<file path="config.mk">
export PLATFORM = sky130hd
export DESIGN_NAME = dat_ctrl
export DESIGN_NICKNAME = d
export VERILOG_FILES = /design/src/rtl/dat_pkg.sv /design/src/rtl/dat_ctrl.sv
export SDC_FILE = /design/constraint.sdc
export NUM_CORES = 1
export LEC_CHECK = 0
export BUFFER_PORTS_ARGS = -buffer_cell sky130_fd_sc_hd__buf_2
export CORE_AREA = 4 4 41 43
export CTS_BUF_LIST = sky130_fd_sc_hd__clkbuf_2
export DETAILED_ROUTE_END_ITERATION = 16
export DIE_AREA = 0 0 45 47
export PLACE_DENSITY_LB_ADDON = 0.3
export SLEW_MARGIN = 5
export SYNTH_ARGS = -nofsm -noshare
export SYNTH_HDL_FRONTEND = slang
export SYNTH_SLANG_ARGS = --single-unit
</file>
<file path="constraint.sdc">
create_clock -name clk -period 1.1 [get_ports clk]
set_input_delay 0.165 -clock clk [delete_from_list [all_inputs] [get_ports clk]]
set_output_delay 0.165 -clock clk [all_outputs]
set_load 0.02 [all_outputs]
</file>
<file path="src/rtl/dat_pkg.sv">
// dat_pkg: shared constants and controller/datapath interface types
// for the device id address table; no dependencies
package dat_pkg;

  localparam int TABLE_DEPTH_DEF = 128;
  localparam int DEVICE_ID_W     = 64;
  localparam int SHORT_ADDR_W    = 8;

  typedef struct packed {
    logic load;
    logic search;
    logic finish_hit;
    logic finish_miss;
  } dat_cmd_t;

  typedef struct packed {
    logic hit;
    logic exhausted;
  } dat_status_t;

endpackage

</file>
<file path="src/rtl/dat_ctrl.sv">
// dat_ctrl: request sequencer; accepts a request, steps the search, signals the result
// depends on dat_pkg
module dat_ctrl (
  input  logic                 clk,
  input  logic                 rst_n,
  input  logic                 start,
  output logic                 busy,
  output logic                 out_strobe,
  output dat_pkg::dat_cmd_t    cmd,
  input  dat_pkg::dat_status_t status
);

  typedef enum logic {
    ST_IDLE,
    ST_SEARCH
  } state_t;

  state_t state_r, state_nxt;
  logic   busy_r, busy_nxt;
  logic   strobe_r, strobe_nxt;

  always_comb begin
    cmd        = '0;
    state_nxt  = state_r;
    busy_nxt   = busy_r;
    strobe_nxt = 1'b0;
    case (state_r)
      ST_IDLE: begin
        if (start) begin
          cmd.load  = 1'b1;
          state_nxt = ST_SEARCH;
          busy_nxt  = 1'b1;
        end
      end
      ST_SEARCH: begin
        if (status.hit) begin
          cmd.finish_hit = 1'b1;
          state_nxt      = ST_IDLE;
          busy_nxt       = 1'b0;
          strobe_nxt     = 1'b1;
        end else if (status.exhausted) begin
          cmd.finish_miss = 1'b1;
          state_nxt       = ST_IDLE;
          busy_nxt        = 1'b0;
          strobe_nxt      = 1'b1;
        end else begin
          cmd.search = 1'b1;
        end
      end
      default: begin
        state_nxt = ST_IDLE;
        busy_nxt  = 1'b0;
      end
    endcase
  end

  always_ff @(posedge clk) begin
    if (!rst_n) begin
      state_r  <= ST_IDLE;
      busy_r   <= 1'b0;
      strobe_r <= 1'b0;
    end else begin
      state_r  <= state_nxt;
      busy_r   <= busy_nxt;
      strobe_r <= strobe_nxt;
    end
  end

  assign busy       = busy_r;
  assign out_strobe = strobe_r;

endmodule

</file>
=== Word level (Yosys, flattened, before mapping) ===
Cells that the tools add are included.

* Add/sub/neg operators: 0
* Multiply operators: 0
* Div/mod/pow operators: 0
* Order comparisons: 0
* Eq/ne operators: 2
* Shift-type cells: 0
* Multiplexer cells: 14
* Bitwise gates (word level): 1
* Reductions and logical operators: 2

{| class="wikitable"
|+ Operator list
! cell !! count
|-
| 2-to-1 mux 1 bit || 11
|-
| case mux 1 bit (2 select lines) || 2
|-
| AND reduction 2 bit || 2
|-
| 2-to-1 mux 3 bit || 1
|-
| != test 3 bit (second input constant) || 1
|-
| != test 2 bit (second input constant) || 1
|-
| inverter 1 bit || 1
|}

* Register bits after elaboration: 3
* Latch bits: 0
* Memory bits (writable): 0
* Memory bits (read-only): 0
* Input bits: 5
* Output and inout bits: 6
* Word-level logic and storage cells: 22
* Memories kept: 0

=== Logic depth before layout (Yosys ltp) ===
Gate-level depths: netlist of the first run.

* Depth in word-level cells: 3
* Mapped depth: 2
* Mapped depth without buffers: 2

=== Least setup slack after synthesis of the first run ===
OpenSTA, ideal clock, no wires.

* Path kind: reg-to-reg
* Start: reg state_r
* End: reg state_r
* Setup time: 0.059 ns
* Arrival: 0.876 ns
* Path slack: 0.166 ns
* Cell stages (with the launch flop): 3
* Period minus slack after synthesis: 0.934 ns
* Cell sequence: dfxtp_1 nor3b_2 o21a_1

* Cells in the longest elaborated chain, start to end: 2

{| class="wikitable"
|+ RTL lines
! what !! RTL line !! RTL
|-
| start: declaration || dat_ctrl.sv:18 || <nowiki>state_t state_r, state_nxt;</nowiki>
|-
| start signal: assignment || dat_ctrl.sv:63 || <nowiki>state_r <= state_nxt;</nowiki>
|-
| inverter 1 bit || -- ||
|-
| case mux 1 bit (2 select lines) * || dat_ctrl.sv:27 || <nowiki>case (state_r)</nowiki>
|}

Every way passes the cells marked *; elsewhere a longest branch is shown, timed or not.
A chain may end at the register's enable or synchronous reset.

==> impl_summary.md, run 1 <==
Detailed routing
The post-detailed-route wirelength per cell is ~9.3 um. In the routed design, unresolved DRC markers number 0. The violation count after the first detailed-route iteration is 1.

The count of TritonRoute iterations in the first routing pass is 2. After detailed routing, the total wire length is ~390 um. The number of nets with antenna violations after routing is 0.

Using the TritonRoute via totals, the vias-per-cell ratio works out to around 3.3. The total vias in the final route is roughly 140.

Placement
At the placement stage, the worst setup path has a slack of roughly 0.17 ns. During placement, the flow inserted port buffers numbering 10. The congestion estimate from routability-driven global placement came to slightly below 0.6.

Pwr
The power per unit of standard cell area is between 1000 and 1500 mW/mm2. The analysis attributes to cell leakage a power of 0.000127 uW. Across the VDD grid, the largest voltage drop is 0.204 mV.

Worst hold path
The startpoint of the tightest hold check path is rst_n. The classification of the worst-slack hold path is primary input to register.

Floorplanning
The core footprint is ~0.0013 mm2. Row generation in the floorplan step produced 13 rows. The die covers ~0.0021 mm2.

The die height is 47 um. Once the floorplan was initialized, standard cells occupied approximately a tenth of the core. The die width is between 40 and 50 um. The boundary pin count is 11.

Global routing
The total track usage is between 5 and 6%. The via count of the first global-routing pass is roughly 150. The initial antenna violation count is 0. Entering global routing, the biggest net connects 6 pins. The first global-routing pass estimated about 700 um of wire.

The total congestion overflow is 0.

Logic synthesis
Yosys mapped the design onto 10 distinct sky130hd cell types. Summing every instance area after synthesis gives ~130 um2. Sorting the synthesized cells by how often they occur yields sky130_fd_sc_hd__dfxtp_1 (3), sky130_fd_sc_hd__and2_1 (2).

The most numerous cell in the Yosys netlist is sky130_fd_sc_hd__dfxtp_1. Synthesis handed over a netlist of 13 instances. Yosys printed 0 warnings.

The per-instance average area after synthesis is between 10 and 15 um2. After synthesis the netlist holds a flip-flop and latch count of 3. The post-synthesis cell type with the largest combined area is sky130_fd_sc_hd__dfxtp_1. Of all flip-flops after synthesis, the portion carrying an async set or reset was 0%. The synthesized design contains 0 enable-type register cells. The synthesized netlist net count is 18. By area the synthesized netlist is led by sky130_fd_sc_hd__dfxtp_1 (46%), sky130_fd_sc_hd__and2_1 (9.5%), sky130_fd_sc_hd__nor3b_2 (9.5%), sky130_fd_sc_hd__a22o_1 (6.7%), sky130_fd_sc_hd__and3b_1 (6.7%).

The fraction of the yosys area taken by sequential cells is about 46%. For this run, the leading register cell type out of synthesis is sky130_fd_sc_hd__dfxtp_1. The proportion of netlist area held by the largest area contributor is 45.7%.

Worst setup path
The combined buffer and inverter count along the critical path is 1. In this run the worst setup path begins at state_r. In this design, the largest share of critical-path delay is due to flip-flops.

For this run, the slowest stage of the critical path takes about 0.36 ns. The arrival time of data at the critical path endpoint is 0.91 ns. In this run the critical register-to-register path is launched from state_r. The critical path is of the register to primary output type. Along the worst path, the maximum fanout reaches 5. The type of element launching the critical path is a register. The signal on the critical path passes through nor3b_4 -> buf_6. The cell at the slowest stage of the critical path is sky130_fd_sc_hd__dfxtp_4. Data on the critical path is required at its endpoint by around 0.94 ns. The worst setup path is captured at a primary output.

Timing
The worst hold slack is 0.203 ns. After layout, the worst setup slack is 0.0261 ns. The highest attainable clock frequency is about 930 MHz. The final clock period utilization by the worst path is 97.6%.

The routed design could run at a clock period as short as about 1.1 ns. The hold violation total from the final report was 0. Across the routed clock network, the largest skew measured is slightly above 0.0003 ns.

The total of endpoints with negative setup slack in the final report is 0. The slew at the pin closest to its max-slew limit is around 0.16 ns. Setup repair after global routing could not meet its margin everywhere. The relative max-transition margin is between 80 and 90%. The number of max-slew violations in the final report is 0.

Cells and area
The end-of-flow core utilization is between 10% and 20%. The number of nets in the layout is 33. The layout cell share with drive strength beyond 1 is a little over three fifths. The number of antenna diodes in the final layout is 0. The relative area change from synthesis to final layout is 83.8%.

Status
The run finished with clean final reports.

Clock tree
The number of setup buffers added after CTS is 0. The number of hold buffers added after CTS was 0. The clock latency on the worst-skew pair is between 0.2 and 0.25 ns.

The clock tree from TritonCTS is yes. The number of buffers added by the clock tree synthesis step is 3. The buffer depth of the longest clock path is 2. The clock edge transition at the registers on the reported setup and hold paths is ~0.040 ns. CTS built an H-tree with a depth of 1. The clock sink count is 3. The post-cts repair resize count is 4. The root buffer cell chosen for the clock tree is sky130_fd_sc_hd__clkbuf_2.

Run
The max-capacitance violation count is 0.
## through the flow
stage                     power (uW)  instance area [um2]  std cells  setup TNS [ns]
after floorplan                  154                  131         13               0
after global placement           179                  200         38               0
after detailed placement         179                  200         38               0
after CTS                        350                  234         42        -0.00907
after global routing             367                  241         42         -0.0447
final                            339                  241         42               0
## state kept, by name, summed over array words and instances, names as in the netlist
signal / cells
busy: 1
out_strobe: 1
state_r: 1
## layout by cell type (no fill, tap or decap)
cell type,count
sky130_fd_sc_hd__buf_6,1
sky130_fd_sc_hd__dfxtp_1,2
sky130_fd_sc_hd__nor3b_4,1
sky130_fd_sc_hd__buf_4,2
sky130_fd_sc_hd__inv_1,1
sky130_fd_sc_hd__and3b_1,1
sky130_fd_sc_hd__buf_2,7
sky130_fd_sc_hd__o21a_1,1
sky130_fd_sc_hd__nor2b_2,1
sky130_fd_sc_hd__nor2_1,1
sky130_fd_sc_hd__and2_1,2
sky130_fd_sc_hd__clkbuf_2,4
sky130_fd_sc_hd__a22o_1,1
sky130_fd_sc_hd__dfxtp_4,1
sky130_fd_sc_hd__o21ai_1,1
## final timing paths
check	endpoint	slack (ns)	depth (start not counted)
worst max-delay path	cmd[2]	0.03	2
worst min register to register	out_strobe	0.54	2
worst max register to register	state_r	0.34	2
worst min-delay path	out_strobe	0.20	3
## kinds of logic (layout without fill, tap and decap cells)
family,Yosys count,in the layout,synth area share [%]
AO/OA/AOI/OAI,3,3,16.2
buffers and inverters,1,15,2.85
flip-flops,3,3,45.7
AND/OR/NAND/NOR,6,6,35.2
## area by class of cell
cell class / instances / area, um2
clock buffers: 4 / 20.0
fillers: 159 / 1060
inverters: 1 / 3.75
multi-input cells: 9 / 73.8
flip-flops and latches: 3 / 63.8
well taps: 15 / 18.8
repair buffers: 10 / 61.3
## layer usage
metal | share of wire [%] | routed length [um] | GRT usage [%] | vias to the layer above
li1 | - | - | - | 74
met3 | 21 | 81 | 6.90 | 2
met1 | 46 | 181 | 5.00 | 51
met5 | 0 | 0 | 0 | -
met2 | 29 | 114 | 5.37 | 12
met4 | 3.3 | 13 | 7.02 | 0
## report_power, final
part,switching (uW),leakage [uW],total (uW),internal [uW]
logic,32.7,0.0000846,61.2,28.4
registers,4.99,0.0000254,121,116
clock network,60.4,0.0000166,156,95.9
## worst reg2reg max path, delay by kind of cell, from the launching register on
kind               cells  cell delay (ns)
DFF                    1             0.35
AOI/OAI and AO/OA      1             0.16
and+or+nand+nor        1             0.15
Power figures use the tool's default switching activity.
==> inputs of run 2 (changes only) <==
--- a/config.mk
+++ b/config.mk
@@ -6,10 +6,12 @@
 export NUM_CORES = 1
 export LEC_CHECK = 0
 export BUFFER_PORTS_ARGS = -buffer_cell sky130_fd_sc_hd__buf_2
-export CORE_AREA = 4 4 41 43
+export CELL_PAD_IN_SITES_DETAIL_PLACEMENT = 2
+export CELL_PAD_IN_SITES_GLOBAL_PLACEMENT = 2
+export CORE_AREA = 2 2 39 41
 export CTS_BUF_LIST = sky130_fd_sc_hd__clkbuf_2
 export DETAILED_ROUTE_END_ITERATION = 16
-export DIE_AREA = 0 0 45 47
+export DIE_AREA = 0 0 41 43
 export PLACE_DENSITY_LB_ADDON = 0.3
 export SLEW_MARGIN = 5
 export SYNTH_ARGS = -nofsm -noshare
==> impl_summary.md, run 2 (synthesized netlist as in run 1, its figures left out) <==
Floorplanning
The area enclosed by the die boundary is 0.00176 mm2. Pin placement for this block handled 11 I/O pins. The core footprint is ~0.0014 mm2. The initial standard-cell utilization of the core is about a tenth. In this run the horizontal extent of the chip is 41 um. The row count is 14.

In this run the vertical extent of the chip is between 40 and 50 um.

Detailed routing
The post-detailed-route wirelength per cell is about 9.8 um. The sum of routed wire length over all layers is approximately 430 um. The count of TritonRoute iterations in the first routing pass is 1. The number of nets with antenna violations after routing is 0.

For this run, design rule violations remaining after detail routing come to 0. The total vias in the final route is around 160. The detailed router finished its first iteration with 0 violations. In the routed layout, each cell is associated on average with a via count of 3.52.

Clock tree
The root buffer cell chosen for the clock tree is sky130_fd_sc_hd__clkbuf_2. The clock latency on the worst-skew pair is approximately 0.19 ns. The clock edge transition at the registers on the reported setup and hold paths is about 0.040 ns. The total number of H-tree levels is 1. The tree built by TritonCTS fans out to 3 sinks. The number of buffers added by the clock tree synthesis step is 3. TritonCTS built the clock tree. The clock passes through at most 2 buffers.

Cells and area
The repair_antennas step left the layout with diodes totalling 0. The top cell types in the final layout, fill and taps aside, are sky130_fd_sc_hd__buf_2 (8), sky130_fd_sc_hd__clkbuf_2 (4), sky130_fd_sc_hd__and2_1 (2), sky130_fd_sc_hd__dfxtp_1 (2), sky130_fd_sc_hd__buf_4 (2). The sequential cells in the finished layout cover a total of ~64 um2.

Summing all multi-input logic gate instances after layout gives ~74 um2. The number of nets in the layout is 34. Cells with a size suffix above 1 make up ~64% of the layout. Cells fill ~18% of the core in the end. The number of inserted filler cells in the final layout is approximately 170.

The relative area change from synthesis to final layout is 88.6%. Leaving out fill and tap cells, the most frequent cell in the layout is sky130_fd_sc_hd__buf_2.

Worst setup path
Setup slack on the worst reg-to-reg path comes out at between 0.2 and 0.25 ns. Walking the worst path, the cells encountered are nor3b_4 -> buf_6. The nature of the critical path endpoint is a primary output. The number of cells on the worst reg-to-reg path is 3. The dominant delay contributor by cell family on the critical path is flip-flops.

The combined buffer and inverter count along the critical path is 1. The critical register-to-register path endpoint is state_r. The type of the worst setup path is register to primary output. The startpoint identified for the worst register-to-register timing path is state_r. The cell at the slowest stage of the critical path is sky130_fd_sc_hd__dfxtp_4. The maximum fanout along the worst path is 5.

The total number of cells along the worst setup path is 2. The worst setup path is launched from a register. The arrival time of data at the critical path endpoint is around 0.91 ns. For the worst setup path, the data required time is 0.94 ns. The peak per-stage delay on the critical path is 0.36 ns.

Timing
The final clock period utilization by the worst path is between 90 and 100%. The hold violation total from the final report is 0. Setup violations remaining at the end of the flow were counted as 0. The number of max-slew violations in the final report was 0.

Across all hold checks on the routed design, the worst slack comes to approximately 0.21 ns. Based on the critical path, the design can be clocked at up to 932 MHz. For the finished layout, the period the worst path requires is around 1.1 ns.

Headroom to the max-slew limit came out at 85.2%. The worst clock skew is about 0.0019 ns. For the pin with the worst max-slew slack, the measured transition is between 0.2 and 0.25 ns.

Pwr
In this run the static leakage power is around 0.00013 uW. In this run the power density over the cells is about 1300 mW/mm2. The switching fraction of total power is ~27%. The maximum resistive drop on vdd is 0.167 mV. The clock network fraction of total power is 44.5%. The sequential share of power is between 30% and 40%. The share of power burned in combinational logic is a little under a fifth.

In this run the power spent charging and discharging nets is approximately 91 uW. The internal power of the cells is around 240 uW.

Global routing
The first global-routing pass estimated about 530 um of wire. For this run the aggregate overflow at the end of global routing stands at 0. Entering global routing, the biggest net connects 6 pins. The via count of the first global-routing pass is approximately 150. Across every metal layer, demand over resource in global routing totals 4.81%.

The initial antenna violation count is 0.

Status
The flow ran to the end, and the final reports show no timing, DRC or antenna violations.

Worst hold path
In this run the most critical hold path is launched from rst_n. The worst hold path endpoint is state_r. Along the worst hold path, the cell count comes to 2. The classification of the worst-slack hold path is primary input to register.

Run
Across the run, the number of max-cap violations was 0.

Placement
The last weighted congestion value of the routability-driven placer is about 0.58. The number of buffers added on ports is 10.
==> run 2: changes by cell type in the layout (fill, tap and decap cells not counted) <==
| cell | change |
|---|---|
| sky130_fd_sc_hd__buf_2 | +1 |
==> run 2: final cells by class <==
cell class | instances | share of cell area (%)
flip-flops and latches | 3 | 25.8
inverters | 1 | 1.52
well taps | 16 | 8.08
repair buffers | 11 | 26.8
multi-input cells | 9 | 29.8
clock buffers | 4 | 8.08
==> run 2: worst max path at each step <==
stage                        from       to  slack [ns]
after floorplan           state_r  state_r        0.17
after global placement    state_r   cmd[2]        0.15
after detailed placement  state_r   cmd[2]        0.16
after CTS                 state_r   cmd[2]       0.004
after global routing      state_r   cmd[2]      -0.007
final                     state_r   cmd[2]        0.03
==> run 2: layer usage <==
layer	up-vias	wire, um	global-route usage, %
li1	73	-	-
met1	73	164	3.85
met2	9	232	7.50
met3	0	36	1.57
met4	0	0	6.00
met5	-	0	0
==> run 2: through the flow <==
stage / worst slack [ns] / TNS [ns] / total power, uW / instance area (um2) / std cells
2_1_floorplan: 0.166 / 0 / 154 / 131 / 13
3_3_place_gp: 0.146 / 0 / 178 / 201 / 39
3_5_place_dp: 0.157 / 0 / 179 / 201 / 39
4_1_cts: 0.00394 / 0 / 340 / 235 / 43
5_1_grt: -0.00678 / -0.00678 / 354 / 248 / 44
6_report: 0.0272 / 0 / 333 / 248 / 44
==> run 2: power groups by stage <==
stage / clock network [uW] / logic [uW] / registers (uW)
finish: 148 / 63.2 / 121
detailed placement: 0 / 55.9 / 123
global placement: 0 / 55.0 / 123
floorplan: 0 / 25.1 / 129
CTS: 157 / 60.8 / 122
global route: 163 / 68.9 / 122
==> run 2: timing repair <==
action                     in CTS  in global routing
hold buffers                    0                  0
gates resized for setup         4                  2
setup buffers                   0                  1
setup endpoints to repair       1                  1
==> inputs of run 3 (changes only) <==
--- a/config.mk
+++ b/config.mk
@@ -5,6 +5,7 @@
 export SDC_FILE = /design/constraint.sdc
 export NUM_CORES = 1
 export LEC_CHECK = 0
+export ABC_CLOCK_PERIOD_IN_PS = 1100
 export BUFFER_PORTS_ARGS = -buffer_cell sky130_fd_sc_hd__buf_2
 export CELL_PAD_IN_SITES_DETAIL_PLACEMENT = 2
 export CELL_PAD_IN_SITES_GLOBAL_PLACEMENT = 2
@@ -12,6 +13,7 @@
 export CTS_BUF_LIST = sky130_fd_sc_hd__clkbuf_2
 export DETAILED_ROUTE_END_ITERATION = 16
 export DIE_AREA = 0 0 41 43
+export MAX_ROUTING_LAYER = met4
 export PLACE_DENSITY_LB_ADDON = 0.3
 export SLEW_MARGIN = 5
 export SYNTH_ARGS = -nofsm -noshare
==> impl_summary.md, run 3 (synthesized netlist as in run 1, its figures left out) <==
Worst setup path
For the worst setup path, the data required time is roughly 0.94 ns. Along the worst path, the maximum fanout reaches 5. The launch instance of the worst register-to-register path is state_r. The worst register-to-register path has a setup slack of roughly 0.21 ns.

In this run the critical register-to-register path is captured at state_r. The worst setup path is launched from a register. The worst setup path is of the register to primary output kind.

Measured in cells, the most critical reg-to-reg path has a length of 3. The arrival time of data at the critical path endpoint is slightly above 0.9 ns. The nature of the critical path endpoint is a primary output.

Global routing
The first global-routing pass estimated 531 um of wire. The total track usage is between 4 and 5%. The via count of the first global-routing pass came to roughly 150. The total congestion overflow is 0. The initial antenna violation count is 0. The pin count of the biggest net entering global routing is 6.

Cells and area
The post-route non-filler standard cell count is 44. The number of nets in the layout is 34. Fill cells in the final layout number approximately 170. The layout cell share with drive strength beyond 1 is 64.3%. The sequential cell area is 63.8 um2.

The library cells used most frequently in the layout, excluding fill and tap cells, are sky130_fd_sc_hd__buf_2 (8), sky130_fd_sc_hd__clkbuf_2 (4), sky130_fd_sc_hd__and2_1 (2), sky130_fd_sc_hd__dfxtp_1 (2), sky130_fd_sc_hd__buf_4 (2). The number of antenna repair diodes is 0. The end-of-flow core utilization is 17.9%. The most common cell after layout, fill and taps aside is sky130_fd_sc_hd__buf_2.

The area growth from synthesis to layout is 88.6%. The total non-filler cell area in the finished layout is approximately 250 um2. The multi-input combinational cell area is about 74 um2.

Timing
For this run, the top clock speed supported by timing is 934 MHz. Setup violations remaining at the end of the flow were counted as 0. The number of max-slew violations in the final report is 0. The final clock period utilization by the worst path is 97.3%. The slew at the pin closest to its max-slew limit is ~0.22 ns. The hold violation total from the final report is 0. Measured against its own limit, the worst slew margin works out to 85.2%. Across the routed clock network, the largest skew measured is between 0.002 and 0.003 ns. The routed design could run at a clock period as short as 1.07 ns.

Run
The max-capacitance violation count is 0.

Floorplanning
After floorplanning, the core was sized to cover ~0.0014 mm2. The boundary pin count is 11. In this run the horizontal extent of the chip is 41 um. The initial standard-cell utilization of the core is 9.49%.

The row count is 14. The die height is 43 um. The floorplan step defined a die boundary enclosing approximately 0.0018 mm2.

Clock tree
The clock root buffer is sky130_fd_sc_hd__clkbuf_2. The number of buffers added by the clock tree synthesis step is 3. For the worst-skew pair, the clock arrives at the later sink with an insertion delay of ~0.19 ns. TritonCTS built the clock tree. The clock edge transition at the registers on the reported setup and hold paths is 0.04 ns. In this run the number of H-tree levels came out at 1. In this run the deepest clock path goes through 2 buffers. In this run, post-CTS hold repair placed 0 buffers.

Clock tree synthesis found a total of 3 sinks.

Worst hold path
The startpoint identified for the worst hold timing path is rst_n. The worst hold path belongs to the class primary input to register. The worst hold path endpoint is state_r. The depth of the worst hold-timing path is 2.

Detailed routing
The detailed router finished its first iteration with 0 violations. The number of nets with antenna violations after routing is 0. The count of TritonRoute iterations in the first routing pass is 1. The total vias in the final route is 153. After detailed routing, the average wire length per cell comes to 9.91 um. The final layout contains routed wiring with a total length of 436 um. The post-route DRC violation count is 0. The via count normalized by instance count is roughly 3.5.

Pwr
The static power due to leakage is about 0.00013 uW. Power comes to ~330 uW. Across the VDD grid, the largest voltage drop is ~0.17 mV. In this run, the clock network consumes 44.6% of the power. The power per unit of standard cell area is approximately 1300 mW/mm2. The power dissipated by switching net loads is 91.7 uW. In this run, the combinational gates consume between 10% and 20% of the power.

Internal power comes to 241 uW. The switching fraction of total power is 27.5%. The sequential share of power is roughly 36%.

Placement
In this run the tool buffered the top-level ports with 10 buffer cells. Routability-driven placement finished with a final weighted congestion of 0.578. The cell area reported after detailed placement is 201 um2. The number of placed instances, taps included, is 39.

Status
The run finished with clean final reports.
-- run 3: cell counts in the layout (fill, tap and decap cells not counted) --
No cell type changed its count.
-- run 3: worst max-delay path, cell delays in order (launching register included) --
cell	delay, ns
sky130_fd_sc_hd__dfxtp_4	0.36
sky130_fd_sc_hd__nor3b_4	0.21
sky130_fd_sc_hd__buf_6	0.14
-- run 3: timing repair --
action,in CTS,in global routing
setup endpoints to repair,1,1
gates resized for setup,4,2
setup buffers,0,1
-- run 3: layer usage --
layer | routed length, um | share of wire, % | vias to the layer above | track usage, %
met5 | 0 | 0 | - | -
met2 | 233 | 53 | 9 | 7.50
met1 | 166 | 38 | 71 | 3.85
li1 | - | - | 73 | -
met3 | 36 | 8.3 | 0 | 1.57
met4 | 0 | 0 | 0 | 6.00
-- run 3: stage by stage --
stage	setup WS [ns]	hold slack (ns)	setup TNS, ns
2_1_floorplan	0.166	0.277	0
3_3_place_gp	0.146	0.415	0
3_5_place_dp	0.157	0.418	0
4_1_cts	0.00394	0.207	0
5_1_grt	-0.00678	0.224	-0.00678
6_report	0.0292	0.214	0
-- run 3: how the worst max path moves through the flow --
stage	cells after the start	endpoint	slack [ns]	startpoint
after global routing	2	cmd[2]	-0.007	state_r
after CTS	2	cmd[2]	0.004	state_r
after floorplan	2	state_r	0.17	state_r
final	2	cmd[2]	0.03	state_r
after detailed placement	2	cmd[2]	0.16	state_r
after global placement	2	cmd[2]	0.15	state_r
-- run 3: layout make-up --
| type | count | area share, % |
|---|---|---|
| Tap cell | 16 | 8.08 |
| Multi-Input combinational cell | 9 | 29.8 |
| Inverter | 1 | 1.52 |
| Clock buffer | 4 | 8.08 |
| Timing Repair Buffer | 11 | 26.8 |
| Sequential cell | 3 | 25.8 |
-- run 3: power by group through the flow --
| stage | clock network [uW] | registers [uW] | logic [uW] |
|---|---|---|---|
| floorplan | 0 | 129 | 25.1 |
| global route | 163 | 122 | 68.9 |
| detailed placement | 0 | 123 | 55.9 |
| CTS | 157 | 122 | 60.8 |
| global placement | 0 | 123 | 55.0 |
| finish | 149 | 121 | 63.2 |
